$ cat src/hdl/sprite_rle_palette_decoder_macros.svh
// Assertion macros shared by the sprite decoder RTL.
`ifndef SPRITE_RLE_PALETTE_DECODER_MACROS_SVH
`define SPRITE_RLE_PALETTE_DECODER_MACROS_SVH

// Same-cycle implication, disabled while reset is high.
`define SRPD_ASSERT_IMPLY(label, clk, rst, ante, cons) \
   label: assert property (@(posedge clk) disable iff (rst) (ante) |-> (cons)) \
      else $error("sprite decoder check failed");

// Next-cycle implication, disabled while reset is high.
`define SRPD_ASSERT_NEXT(label, clk, rst, ante, cons) \
   label: assert property (@(posedge clk) disable iff (rst) (ante) |=> (cons)) \
      else $error("sprite decoder check failed");

`endif

$ cat src/hdl/srpd_pkg.sv
`timescale 1ns / 1ps
`default_nettype none

package srpd_pkg;

   // Palette store geometry.
   localparam int PALETTE_DEPTH = 256;
   localparam int PAL_AW        = $clog2(PALETTE_DEPTH);

   // Queue between the decode front and the palette back end.
   localparam int JQ_DEPTH = 4;
   localparam int JQ_AW    = $clog2(JQ_DEPTH);
   localparam int JQ_CW    = $clog2(JQ_DEPTH + 1);

   // Result queue at the output.
   localparam int OQ_DEPTH = 2;
   localparam int OQ_AW    = $clog2(OQ_DEPTH);
   localparam int OQ_CW    = $clog2(OQ_DEPTH + 1);

   // Control register indexes.
   localparam logic [2:0] CSR_EXTENDED_MODE    = 3'd0;
   localparam logic [2:0] CSR_INDEX_ONLY       = 3'd1;
   localparam logic [2:0] CSR_BACKGROUND_COLOR = 3'd2;
   localparam logic [2:0] CSR_PALETTE_COUNT    = 3'd3;
   localparam logic [2:0] CSR_ROW_WIDTH        = 3'd4;

   // Reset values of the control registers.
   localparam logic [31:0] BACKGROUND_RESET    = 32'h00ffff00;
   localparam logic [8:0]  PALETTE_COUNT_RESET = 9'd256;

   // Input command codes.
   localparam logic CMD_DATA  = 1'b0;
   localparam logic CMD_WRITE = 1'b1;

   typedef enum logic {
      JOB_RUN,
      JOB_WRITE
   } job_kind_type;

   typedef struct packed {
      logic        extended_mode;
      logic        index_only;
      logic [31:0] background_color;
      logic [8:0]  palette_count;
      logic [7:0]  row_width;
   } cfg_type;

   // One unit of work handed from the front to the back end.
   typedef struct packed {
      job_kind_type kind;
      logic         use_mem;
      logic         keep_upper;
      logic [7:0]   index;
      logic [31:0]  data;
      logic [6:0]   run_length;
      logic         transparent;
      logic         row_end;
      logic         bad;
   } job_type;

   typedef struct packed {
      logic [31:0] color;
      logic [6:0]  run_length;
      logic        is_transparent;
      logic        row_end;
      logic        bad_index;
   } rsp_type;

endpackage

`default_nettype wire

$ cat src/hdl/srpd_job_queue.sv
`timescale 1ns / 1ps
`default_nettype none

module srpd_job_queue (
   input  wire logic              clock,
   input  wire logic              reset,
   input  wire logic              push,
   input  wire srpd_pkg::job_type push_job,
   output      logic              full,
   input  wire logic              pop,
   output      srpd_pkg::job_type head_job,
   output      logic              empty
);

   srpd_pkg::job_type                 store_ff [srpd_pkg::JQ_DEPTH];
   logic [srpd_pkg::JQ_AW-1:0]        wr_ptr_ff, wr_ptr_in;
   logic [srpd_pkg::JQ_AW-1:0]        rd_ptr_ff, rd_ptr_in;
   logic [srpd_pkg::JQ_CW-1:0]        count_ff, count_in;

   // Occupancy flags and the head entry.
   always_comb begin
      full     = (count_ff == srpd_pkg::JQ_CW'(srpd_pkg::JQ_DEPTH));
      empty    = (count_ff == '0);
      head_job = store_ff[rd_ptr_ff];
   end

   // Pointer and count update.
   always_comb begin
      wr_ptr_in = push ? wr_ptr_ff + 1'b1 : wr_ptr_ff;
      rd_ptr_in = pop  ? rd_ptr_ff + 1'b1 : rd_ptr_ff;
      count_in  = count_ff;
      if (push && !pop) begin
         count_in = count_ff + 1'b1;
      end else if (pop && !push) begin
         count_in = count_ff - 1'b1;
      end
   end

   always_ff @(posedge clock) begin
      if (reset) begin
         wr_ptr_ff <= '0;
         rd_ptr_ff <= '0;
         count_ff  <= '0;
      end else begin
         wr_ptr_ff <= wr_ptr_in;
         rd_ptr_ff <= rd_ptr_in;
         count_ff  <= count_in;
      end
   end

   // Entry storage.
   always_ff @(posedge clock) begin
      if (push) begin
         store_ff[wr_ptr_ff] <= push_job;
      end
   end

endmodule

`default_nettype wire

$ cat config.mk
export PLATFORM = sky130hd
export DESIGN_NAME = srpd_job_queue
export DESIGN_NICKNAME = d
export VERILOG_FILES = /design/src/hdl/sprite_rle_palette_decoder_macros.svh /design/src/hdl/srpd_pkg.sv /design/src/hdl/srpd_job_queue.sv
export SDC_FILE = /design/constraint.sdc
export NUM_CORES = 1
export LEC_CHECK = 0
export ABC_AREA = 1
export BUFFER_PORTS_ARGS = -buffer_cell sky130_fd_sc_hd__buf_2
export CORE_UTILIZATION = 45
export DETAILED_ROUTE_END_ITERATION = 8
export SLEW_MARGIN = 5
export SYNTH_ARGS = -nofsm -noshare
export SYNTH_HDL_FRONTEND = slang
export SYNTH_SLANG_ARGS = --single-unit
$ cat constraint.sdc
create_clock -name clock -period 2.25 [get_ports clock]
set_input_delay 0.3375 -clock clock [delete_from_list [all_inputs] [get_ports clock]]
set_output_delay 0.3375 -clock clock [all_outputs]
set_load 0.005 [all_outputs]
==> results by stage <==
Placed design:
- In this run the cell area measured after placement is 0.00932 mm².
- The post-placement worst setup slack is 468 ps.
- The half-perimeter wire length after placement is 9730 µm.
- The number of port buffers is 111.
- The final estimated routing congestion in global placement is 0.688.
- After detailed placement, the design holds a cell count of 892.

Setup path:
- In this run the register-to-register setup slack is 690 ps.
- The setup path with the least slack is of type register to primary output.
- Along the worst path, the maximum fanout reaches 53.
- The critical register-to-register path endpoint is store_ff[1][44].
- The worst setup path is launched from a register.
- Measured in cells, the most critical reg-to-reg path has a length of 5.
- The worst setup path is captured at a primary output.
- The worst register-to-register path begins at wr_ptr_ff[1].
- At the worst endpoint, the required time is 1910 ps.
- The signal arrival time at the worst endpoint is 1790 ps.
- Following the worst setup path forward leads to its endpoint at head_job[26].

Clock network:
- TritonCTS created 23 clock buffers.
- The tree is rooted in a sky130_fd_sc_hd__clkbuf_16.
- After clock tree synthesis, the clock-pin slew on the worst setup and hold paths is 60 ps.
- The H-tree depth is 1.
- The CTS tree is built.
- The TritonCTS sink count is 221.
- The later pin in the worst-skew pair is clocked with a latency of 490 ps.
- The post-CTS setup buffer count is 0.
- In this run, post-CTS hold repair placed 0 buffers.
- The longest clock path from root to sink contains 3 buffers.

Worst hold path:
- The worst hold path belongs to the class input port to register.
- Counting instances, the worst hold path has a depth of 2.

Timing:
- Setup repair after global routing could not meet its margin everywhere.
- Setup violations remaining at the end of the flow were counted as 0.
- Setup slack closes at 118 ps.
- The hold violation total from the final report is 0.
- The fmax is 0.469 GHz.
- The tightest hold margin is 17.7 ps.
- At the pin with the least slew margin, the transition time is 447 ps.
- The worst relative slew slack is 70.2%.
- The number of max-slew violations in the final report was 0.
- In the finished design, the share of the clock period the worst path needs comes to 94.7%.
- The aggregate negative setup slack is 0 ps.
- The worst path needs 2130 ps of the cycle, external delays included.
- The clock arrives with 5.01 ps of skew.

Synth:
- The portion of synthesized area spent on multiplexers is 0%.
- The sequential share of the synthesized area is 77.2%.
- The post-synthesis instance area is 0.00848 mm².
- A synthesized cell averages 14.9 µm².
- By area the synthesized netlist is led by sky130_fd_sc_hd__edfxtp_1 75%, sky130_fd_sc_hd__o21ai_0 6.0%, sky130_fd_sc_hd__nor2_1 4.1%.
- The cell with the most instances after synthesis is sky130_fd_sc_hd__edfxtp_1.
- Of the total synthesized cell area, the portion taken by full adders, half adders and majority gates is 0.974%.
- The dominant synthesized flop cell is sky130_fd_sc_hd__edfxtp_1.
- The cell count after synthesis is 571.
- The synthesized net count is 634.
- Of the total synthesized cell area, the portion taken by AND, OR, NAND and NOR gates is 6.20%.
- Counting flops with a built-in enable in the synthesized netlist gives 212.
- The count of distinct cell types in the synthesized netlist is 24.
- By area, the combinational part of the netlist is dominated by compound AO/OA/AOI/OAI gates.
- The commonest cells after synthesis are 212 x sky130_fd_sc_hd__edfxtp_1, 101 x sky130_fd_sc_hd__o21ai_0, 92 x sky130_fd_sc_hd__nor2_1.
- For this run, the number of Yosys warnings is 0.
- The synthesized-area fraction occupied by ao, oa, aoi and oai cells is 12.1%.
- The post-synthesis register bit count is 221.
- The share of synthesized registers carrying an async set or reset is 0%.
- The cell type contributing the most total cell area after synthesis is sky130_fd_sc_hd__edfxtp_1.
- The synthesized netlist devotes 0.103% of its cell area to XOR and XNOR gates.
- The top cell type's share of synthesized area is 75.1%.

Floorplan:
- The effective utilization at floorplan is 46.6%.
- The die area is 0.0194 mm².
- The core region is 0.0182 mm².
- After floorplanning, the core was divided into 49 placement rows.
- The floorplan step set the die height to 139 µm.
- The floorplan die width is 139 µm.
- In this run the count of I/O pins placed on the die edge is 112.

Power and ir drop:
- The net switching fraction of the power is 22.2%.
- The total power is 9.13 mW.
- The worst ir drop on vdd is 0.581 mV.
- The areal power density over the cells is 906 mW/mm².
- The share of power burned in registers is 52.0%.
- The total leakage power is 3.58 nW.
- The internal portion of the total power is 7.10 mW.
- Combinational cells account for 9.3% of the total power.
- The net load switching power is 2.03 mW.
- The proportion of power drawn by the clock network is 38.6%.

Job:
- The number of max-cap violations is 0.

Drt:
- In the routed layout, each cell is associated on average with a via count of 5.39.
- After detailed routing, the met2 layer carries 8730 µm of wire.
- The wire length reported by the detailed router is 17,900 µm.
- The total iterations of the first detailed-routing run is 4.
- The iteration-0 DRC count of the detailed router is 274.
- The length of routed wiring on met1 is 7790 µm.
- The routed design uses 1110 µm of met3 wire.
- The total vias in the final route is 5,030.
- The average wire per standard cell is 19.2 µm.
- The uppermost signal routing layer after detailed routing is met5.
- The count of unresolved DRC violations after routing is 0.
- The final antenna-violating net count is 0.

Cells and area:
- The area of all placed cells without fillers is 0.0101 mm².
- For this run, the share of the core covered by cells in the final layout is 55.3%.
- The number of standard cells in the layout, taps in and fillers out is 934.
- The final layout contains 752 nets.
- Cells with a size suffix above 1 make up 29.1% of the layout.
- The filler cells instantiated in the layout total 1,489.
- The area growth from synthesis to layout is 18.8%.
- The total area of multi-input combinational cells is 0.00164 mm².
- The sequential cells in the finished layout cover a total of 0.00655 mm².

Global routing:
- Entering global routing, the biggest net connects 107 pins.
- The first global-routing pass estimated 26,900 µm of wire.
- The total congestion overflow after global routing is 0.
- The number of global-route vias before repair is 5,025.
- The total track usage is 18.0%.
- The number of antenna violations at the first check in global routing is 1.

Run status:
- The run finished with clean final reports.
-- logic make-up after synthesis --
| logic type | Yosys count |
|---|---|
| buffers and inverters | 51 |
| adders and majority gates | 6 |
| and+or+nand+nor | 125 |
| xor gates and xnor gates | 1 |
| DFF | 221 |
| AOI/OAI and AO/OA | 167 |
-- registers in the layout, summed over array words and instances, names as in the netlist, named ones only --
register / flops
count_ff: 3
rd_ptr_ff: 2
store_ff: 212
wr_ptr_ff: 2
-- critical path, stage by stage (launching register included) --
cell and delay, ps:
sky130_fd_sc_hd__dfxtp_2 340, sky130_fd_sc_hd__buf_6 380, sky130_fd_sc_hd__o21ai_0 170, sky130_fd_sc_hd__o22ai_1 240
sky130_fd_sc_hd__buf_2 160
-- metal layers --
| layer | vias to the layer above | track usage (%) |
|---|---|---|
| met1 | 2494 | 23.2 |
| met3 | 23 | 3.72 |
| met2 | 133 | 31.0 |
| met4 | 2 | 4.80 |
| li1 | 2378 | - |
| met5 | - | 0 |
-- how the worst min path moves through the flow --
stage	startpoint	slack, ps	end
2_1_floorplan	reset	410	count_ff[0]
3_3_place_gp	rd_ptr_ff[1]	440	register
3_5_place_dp	rd_ptr_ff[1]	440	register
4_1_cts	reset	1	count_ff[0]
5_1_grt	reset	5	count_ff[0]
6_report	reset	20	count_ff[0]
-- power groups by stage --
stage	Clock [mW]	Sequential, mW	Combinational [mW]
after floorplan	0	4.83	0.466
after global placement	0	4.83	0.818
after detailed placement	0	4.83	0.844
after CTS	3.61	4.75	0.848
after global routing	3.76	4.76	0.947
final	3.53	4.75	0.853
-- area by class of cell --
| class | count | share of cell area (%) |
|---|---|---|
| Sequential cell | 221 | 65.0 |
| Multi-Input combinational cell | 299 | 16.3 |
| Timing Repair Buffer | 127 | 7.99 |
| Clock buffer | 24 | 5.75 |
| Tap cell | 229 | 2.84 |
| Clock inverter | 16 | 1.22 |
| Inverter | 17 | 0.807 |
| Antenna cell | 1 | 0.0248 |
-- cell usage in the layout (no fill, tap or decap), types with 4 or more instances in the layout --
| cell | count |
|---|---|
| sky130_fd_sc_hd__ha_1 | 5 |
| sky130_fd_sc_hd__buf_2 | 111 |
| sky130_fd_sc_hd__nand2_1 | 9 |
| sky130_fd_sc_hd__buf_4 | 6 |
| sky130_fd_sc_hd__clkinv_2 | 5 |
| sky130_fd_sc_hd__o21ai_0 | 101 |
| sky130_fd_sc_hd__edfxtp_1 | 212 |
| sky130_fd_sc_hd__clkinv_1 | 9 |
| sky130_fd_sc_hd__nor2_1 | 92 |
| sky130_fd_sc_hd__o22ai_2 | 20 |
| sky130_fd_sc_hd__clkbuf_16 | 24 |
| sky130_fd_sc_hd__nor2_2 | 20 |
| sky130_fd_sc_hd__inv_2 | 4 |
| sky130_fd_sc_hd__buf_12 | 7 |
| sky130_fd_sc_hd__dfxtp_1 | 7 |
| sky130_fd_sc_hd__o21ai_1 | 10 |
| sky130_fd_sc_hd__o22ai_1 | 33 |
| sky130_fd_sc_hd__inv_1 | 11 |
-- timing repair --
item | CTS | global route
gates resized for setup | 2 | 4
setup endpoints to repair | 16 | 14
endpoints found under the hold margin | 0 | 0
pin swaps | 0 | 0
cloned | 0 | 1
Note: power is estimated with default switching activity, not from simulation.
