--- src/hdl/sprite_rle_palette_decoder_macros.svh ---
// Assertion macros shared by the sprite decoder RTL.
`ifndef SPRITE_RLE_PALETTE_DECODER_MACROS_SVH
`define SPRITE_RLE_PALETTE_DECODER_MACROS_SVH

// Same-cycle implication, disabled while reset is high.
`define SRPD_ASSERT_IMPLY(label, clk, rst, ante, cons) \
   label: assert property (@(posedge clk) disable iff (rst) (ante) |-> (cons)) \
      else $error("sprite decoder check failed");

// Next-cycle implication, disabled while reset is high.
`define SRPD_ASSERT_NEXT(label, clk, rst, ante, cons) \
   label: assert property (@(posedge clk) disable iff (rst) (ante) |=> (cons)) \
      else $error("sprite decoder check failed");

`endif

--- src/hdl/srpd_pkg.sv ---
`timescale 1ns / 1ps
`default_nettype none

package srpd_pkg;

   // Palette store geometry.
   localparam int PALETTE_DEPTH = 256;
   localparam int PAL_AW        = $clog2(PALETTE_DEPTH);

   // Queue between the decode front and the palette back end.
   localparam int JQ_DEPTH = 4;
   localparam int JQ_AW    = $clog2(JQ_DEPTH);
   localparam int JQ_CW    = $clog2(JQ_DEPTH + 1);

   // Result queue at the output.
   localparam int OQ_DEPTH = 2;
   localparam int OQ_AW    = $clog2(OQ_DEPTH);
   localparam int OQ_CW    = $clog2(OQ_DEPTH + 1);

   // Control register indexes.
   localparam logic [2:0] CSR_EXTENDED_MODE    = 3'd0;
   localparam logic [2:0] CSR_INDEX_ONLY       = 3'd1;
   localparam logic [2:0] CSR_BACKGROUND_COLOR = 3'd2;
   localparam logic [2:0] CSR_PALETTE_COUNT    = 3'd3;
   localparam logic [2:0] CSR_ROW_WIDTH        = 3'd4;

   // Reset values of the control registers.
   localparam logic [31:0] BACKGROUND_RESET    = 32'h00ffff00;
   localparam logic [8:0]  PALETTE_COUNT_RESET = 9'd256;

   // Input command codes.
   localparam logic CMD_DATA  = 1'b0;
   localparam logic CMD_WRITE = 1'b1;

   typedef enum logic {
      JOB_RUN,
      JOB_WRITE
   } job_kind_type;

   typedef struct packed {
      logic        extended_mode;
      logic        index_only;
      logic [31:0] background_color;
      logic [8:0]  palette_count;
      logic [7:0]  row_width;
   } cfg_type;

   // One unit of work handed from the front to the back end.
   typedef struct packed {
      job_kind_type kind;
      logic         use_mem;
      logic         keep_upper;
      logic [7:0]   index;
      logic [31:0]  data;
      logic [6:0]   run_length;
      logic         transparent;
      logic         row_end;
      logic         bad;
   } job_type;

   typedef struct packed {
      logic [31:0] color;
      logic [6:0]  run_length;
      logic        is_transparent;
      logic        row_end;
      logic        bad_index;
   } rsp_type;

endpackage

`default_nettype wire

--- src/hdl/srpd_front.sv ---
`timescale 1ns / 1ps
`default_nettype none

module srpd_front (
   input  wire logic             clock,
   input  wire logic             reset,
   input  wire srpd_pkg::cfg_type cfg,
   input  wire logic             accept,
   input  wire logic             command,
   input  wire logic [7:0]       byte_value,
   input  wire logic [7:0]       palette_index,
   input  wire logic [31:0]      palette_entry,
   output      logic             job_push,
   output      srpd_pkg::job_type job
);

   typedef enum logic [1:0] {
      PH_CTRL,
      PH_SOLID,
      PH_LIT,
      PH_UNUSED
   } phase_type;

   phase_type   phase_ff, phase_in;
   logic [6:0]  pending_ff, pending_in;
   logic [8:0]  column_ff, column_in;

   logic [7:0]  lk_index;
   logic        lk_bad;
   logic [6:0]  pending_dec;
   logic [6:0]  adv_count;
   logic        adv_may_end;
   logic [8:0]  col_sum;
   logic        adv_end;
   logic [31:0] bg_fit;

   // Palette index after the optional decrement, and its range check.
   always_comb begin
      lk_index = cfg.extended_mode ? (byte_value - 8'd1) : byte_value;
      lk_bad   = cfg.extended_mode && ({1'b0, lk_index} >= cfg.palette_count);
      bg_fit   = cfg.extended_mode ? cfg.background_color
                                   : {8'h00, cfg.background_color[23:0]};
      pending_dec = pending_ff - 7'd1;
   end

   // Pixel count added to the column, and whether this run may close the row.
   always_comb begin
      case (phase_ff)
         PH_SOLID: begin
            adv_count   = pending_ff;
            adv_may_end = 1'b1;
         end
         PH_LIT: begin
            adv_count   = 7'd1;
            adv_may_end = (pending_dec == 7'd0);
         end
         default: begin
            adv_count   = byte_value[6:0];
            adv_may_end = 1'b1;
         end
      endcase
      col_sum = column_ff + {2'b00, adv_count};
      adv_end = adv_may_end && (col_sum >= {1'b0, cfg.row_width});
   end

   // Decode of one word: next state and the job it hands to the back end.
   always_comb begin
      phase_in   = phase_ff;
      pending_in = pending_ff;
      column_in  = column_ff;
      job_push   = 1'b0;

      job.kind        = srpd_pkg::JOB_RUN;
      job.use_mem     = !lk_bad && !cfg.index_only;
      job.keep_upper  = cfg.extended_mode;
      job.index       = lk_index;
      job.data        = (lk_bad || !cfg.index_only) ? 32'h0
                                                    : {16'h00ff, 8'h00, lk_index};
      job.run_length  = adv_count;
      job.transparent = 1'b0;
      job.row_end     = adv_end;
      job.bad         = lk_bad;

      if (command == srpd_pkg::CMD_WRITE) begin
         job.kind    = srpd_pkg::JOB_WRITE;
         job.use_mem = 1'b0;
         job.index   = palette_index;
         job.data    = palette_entry;
         job_push    = accept;
      end else begin
         case (phase_ff)
            PH_SOLID: begin
               job_push   = accept;
               column_in  = adv_end ? 9'd0 : col_sum;
               phase_in   = PH_CTRL;
               pending_in = 7'd0;
            end
            PH_LIT: begin
               job_push   = accept;
               column_in  = adv_end ? 9'd0 : col_sum;
               pending_in = pending_dec;
               if (pending_dec == 7'd0) begin
                  phase_in = PH_CTRL;
               end
            end
            default: begin
               if (byte_value[7]) begin
                  // Transparent run of background pixels.
                  job_push        = accept;
                  job.use_mem     = 1'b0;
                  job.data        = bg_fit;
                  job.transparent = 1'b1;
                  job.bad         = 1'b0;
                  column_in       = adv_end ? 9'd0 : col_sum;
                  phase_in        = PH_CTRL;
               end else if (byte_value[6]) begin
                  pending_in = {1'b0, byte_value[5:0]};
                  phase_in   = PH_SOLID;
               end else begin
                  pending_in = {1'b0, byte_value[5:0]};
                  phase_in   = (byte_value[5:0] != 6'd0) ? PH_LIT : PH_CTRL;
               end
            end
         endcase
      end
   end

   // Decode state advances only on accepted words.
   always_ff @(posedge clock) begin
      if (reset) begin
         phase_ff   <= PH_CTRL;
         pending_ff <= 7'd0;
         column_ff  <= 9'd0;
      end else if (accept) begin
         phase_ff   <= phase_in;
         pending_ff <= pending_in;
         column_ff  <= column_in;
      end
   end

endmodule

`default_nettype wire

--- config.mk ---
export PLATFORM = sky130hd
export DESIGN_NAME = srpd_front
export DESIGN_NICKNAME = d
export VERILOG_FILES = /design/src/hdl/sprite_rle_palette_decoder_macros.svh /design/src/hdl/srpd_pkg.sv /design/src/hdl/srpd_front.sv
export SDC_FILE = /design/constraint.sdc
export NUM_CORES = 1
export LEC_CHECK = 0
export ABC_AREA = 0
export BUFFER_PORTS_ARGS = -buffer_cell sky130_fd_sc_hd__buf_2
export CAP_MARGIN = 20
export CORE_ASPECT_RATIO = 0.9
export CORE_MARGIN = 3
export CORE_UTILIZATION = 30
export DETAILED_ROUTE_END_ITERATION = 8
export PLACE_DENSITY = 0.71
export SLEW_MARGIN = 30
export SYNTH_ARGS = -nofsm -noshare
export SYNTH_HDL_FRONTEND = slang
export SYNTH_SLANG_ARGS = --single-unit
--- constraint.sdc ---
create_clock -name clock -period 4.3 [get_ports clock]
set_input_delay 0.86 -clock clock [delete_from_list [all_inputs] [get_ports clock]]
set_output_delay 0.86 -clock clock [all_outputs]
set_load 0.01 [all_outputs]
==> impl_metrics.csv <==
group,metric,value,unit
status,status,"complete, no violations",
logic_synthesis,yosysSeqAreaShare,15.2,%
logic_synthesis,syn_inst,319,
logic_synthesis,synth-async-reset-ratio,0,%
timing,finalHoldViolCount,0,
clock_tree,cts_sinks,18,
timing,fmax,235,MHz
power,total_leakage_power,0.00191,uW
setup_path,worstPathMaxFanout,4,
global_routing,grt_max_degree,47,
clock_tree,clkSlewWorstSetupHoldPaths,0.08,ns
power,power_frac_comb,54.7,%
power,intPower,446,uW
finish,area_growth,57.1,%
logic_synthesis,yosys_warnings,0,
clock_tree,cts_tree,"yes",
power,seqPwrFrac,25.1,%
logic_synthesis,netlist_area,2370,um2
setup_path,critPathLaunch,"phase_ff[0]$_SDFFE_PP0P_",
floorplanning,die_w,99.8,um
timing,fin_crit_sh,98.9,%
setup_path,path_class,"reg2out",
floorplanning,core,7620,um2
logic_synthesis,synth_edf_count,0,
floorplanning,die_h,90.4,um
setup_path,endpoint,"job[1]",
finish,n_antenna_cell,0,
detailed_routing,wl,9470,um
detailed_routing,ant_nets,0,
finish,num-fill-cells,734,
global_routing,grt_pass1_wl,14100,um
timing,setup_tns,0,ns
power,swShare,38.5,%
global_routing,antenna_found_initial,0,
setup_path,start_kind,"flop",
hold_path,hp-class,"reg2reg",
timing,slew_violations,0,
logic_synthesis,synth_ff_type,"dfxtp_1",
timing,tightest_slew,0.794,ns
detailed_routing,first_iter_violations,178,
place,placed_area,3330,um2
floorplanning,std_cell_rows,30,
detailed_routing,via_per_inst,5.22,
clock_tree,hold_buffers,0,
power,cellPowerDensity,195,nW/um2
timing,skew,0.00272,ns
detailed_routing,drc,0,
power,vdd_drop_max,0.130,mV
logic_synthesis,yosys-top-cells-area,"ha_1, dfxtp_1, a22o_1, inv_1, nand2_1",
detailed_routing,wire_per_inst,16.0,um
clock_tree,cts_buffers,3,
detailed_routing,drtPass1Iterations,5,
global_routing,grt_pass1_vias,2968,
place,io_buffer_count,156,
logic_synthesis,yosys.area.top_type,"ha_1",
power,switchingPower,280,uW
setup_path,rr_startpoint,"phase_ff[0]$_SDFFE_PP0P_",
logic_synthesis,synth_top_area_share,15.3,%
timing,rsz0062_at_grt,"yes",
logic_synthesis,synth_area_per_cell,7.44,um2
global_routing,grtUsageTotal,18.8,%
detailed_routing,num_vias,3085,
finish,final_area,3730,um2
place,dp_hpwl,7520,um
place,routabilityCongestion,0.873,
setup_path,crit_arrival,3.39,ns
power,pwr-share-clk,20.2,%
timing,whs,0.490,ns
clock_tree,root_buffer,"clkbuf_8",
finish,drive_gt1_share,48.5,%
setup_path,cp.required,3.44,ns
clock_tree,clkLatencyLatePin,0.26,ns
clock_tree,cts_buffer_depth,2,
floorplanning,die-area,9020,um2
setup_path,r2r_setup_slack,0.74,ns
global_routing,overflow,0,
finish,final_util,48.9,%
logic_synthesis,synth_cell_types,52,
timing,finalSetupViolCount,0,
timing,maxSlewHeadroom,47.1,%
setup_path,r2r.worst_path.cells,18,
finish,num-nets-final,629,
timing,fin_crit,4.25,ns
floorplanning,start_util,31.1,%
floorplanning,io_pins,157,
finish,stdcell_count,591,
setup_path,r2r-end,"column_ff[1]$_SDFFE_PP0P_",
clock_tree,htreeDepth,1,
job,maxCapViolCount,0,
place,dp_cells,573,
setup_path,end_kind,"primary output",
logic_synthesis,synth-seq-cells,18,
logic_synthesis,synth_nets,452,
cells in the final DEF (no fill, tap or decap), drive strengths merged, types with 2 or more instances in the layout:
cell    Yosys  layout
nand2      30      30
nand2b      9       9
nor4        3       3
buf         5     189
a221o       8       8
nand3       4       4
o21ai      25      25
a22oi      11      11
dfxtp      18      18
nor2b       2       2
a21oi      16      16
a211o       2       2
nor3        5       5
nor2       24      24
a22o       26      26
xnor2      10      10
mux2        6       6
ha         29      29
clkbuf     12       4
inv        37      37
xor2        4       4
a211oi      3       3
a31oi       2       2
a21o        3       3
or4         2       2
o211ai      3       3
critical path, stage by stage (launching register included):
cell and delay (ns):
dfxtp_4 0.36, buf_4 0.14, ha_4 0.16, a21oi_1 0.28
o21ai_4 0.12, ha_4 0.18, buf_4 0.13, a21oi_2 0.15
nor2b_2 0.07, a311oi_2 0.20, buf_4 0.17, nand3_1 0.09
o311ai_2 0.11, ha_1 0.33, a21oi_2 0.14, o21ai_2 0.07
o31ai_2 0.23, inv_1 0.06, buf_2 0.14
cell usage after synthesis (all sizes together) (6+ instances only):
| cell type | instances |
|---|---|
| clkbuf | 12 |
| nor2 | 24 |
| a221o | 8 |
| a21oi | 16 |
| xnor2 | 10 |
| ha | 29 |
| nand2 | 30 |
| inv | 37 |
| o21ai | 25 |
| a22oi | 11 |
| a22o | 26 |
| nand2b | 9 |
| dfxtp | 18 |
| mux2 | 6 |
registers in the layout, summed over array words and instances (netlist names):
register	count
column_ff	9
pending_ff	7
phase_ff	2
logic make-up after synthesis:
family	Yosys count	share of synthesized area (%)
buffers and inverters	54	9.38
adder cells (fa/ha/maj)	30	16.1
AND/OR/NAND/NOR	88	17.8
AO/OA/AOI/OAI	108	33.1
flip-flops	18	15.2
multiplexers	7	3.27
XOR/XNOR	14	5.17
metrics by stage:
stage                     worst slack [ns]  power [uW]
after CTS                          -0.0516         680
final                               0.0460         726
after detailed placement            -0.102         527
after global routing                -0.130         772
after global placement             -0.0698         519
after floorplan                     0.0619         382
cell type report:
cell class	count	area [um2]	area share, %
multi-input combinational	247	2020	54.1
sequential	18	365	9.80
inverter	37	139	3.72
tap	96	120	3.22
timing repair buffer	189	1030	27.7
clock buffer	4	55.1	1.48
power groups by stage:
| stage | Sequential [uW] | Combinational, uW | Clock, uW |
|---|---|---|---|
| 4_1_cts | 181 | 351 | 148 |
| 2_1_floorplan | 183 | 200 | 0 |
| 3_5_place_dp | 185 | 342 | 0 |
| 3_3_place_gp | 184 | 334 | 0 |
| 5_1_grt | 183 | 434 | 155 |
| 6_report | 182 | 397 | 147 |
what timing repair did:
item / in CTS / in global routing
setup buffers: 6 / 9
endpoints found under the setup margin: 9 / 17
gates resized for setup: 10 / 40
pin swaps: 6 / 23
worst min-delay path by stage:
stage                                  start  depth (start not counted)                       end  slack (ns)
floorplan           phase_ff[1]$_SDFFE_PP0P_                          2  phase_ff[1]$_SDFFE_PP0P_        0.45
global placement    phase_ff[1]$_SDFFE_PP0P_                          2  phase_ff[1]$_SDFFE_PP0P_        0.46
detailed placement  phase_ff[0]$_SDFFE_PP0P_                          2  phase_ff[0]$_SDFFE_PP0P_        0.47
CTS                 phase_ff[0]$_SDFFE_PP0P_                          2  phase_ff[0]$_SDFFE_PP0P_        0.47
global route        phase_ff[1]$_SDFFE_PP0P_                          2  phase_ff[1]$_SDFFE_PP0P_        0.51
finish              phase_ff[1]$_SDFFE_PP0P_                          2  phase_ff[1]$_SDFFE_PP0P_        0.49
per-layer routing:
metal / up-vias / GRT usage, % / part of all wire, %
met5: - / 0 / 0
met4: 0 / 5.12 / 1.3
met3: 9 / 3.01 / 8.6
met2: 133 / 34.1 / 51
met1: 1440 / 22.7 / 39
li1: 1503 / - / -
Note: power is estimated with default switching activity, not from simulation.
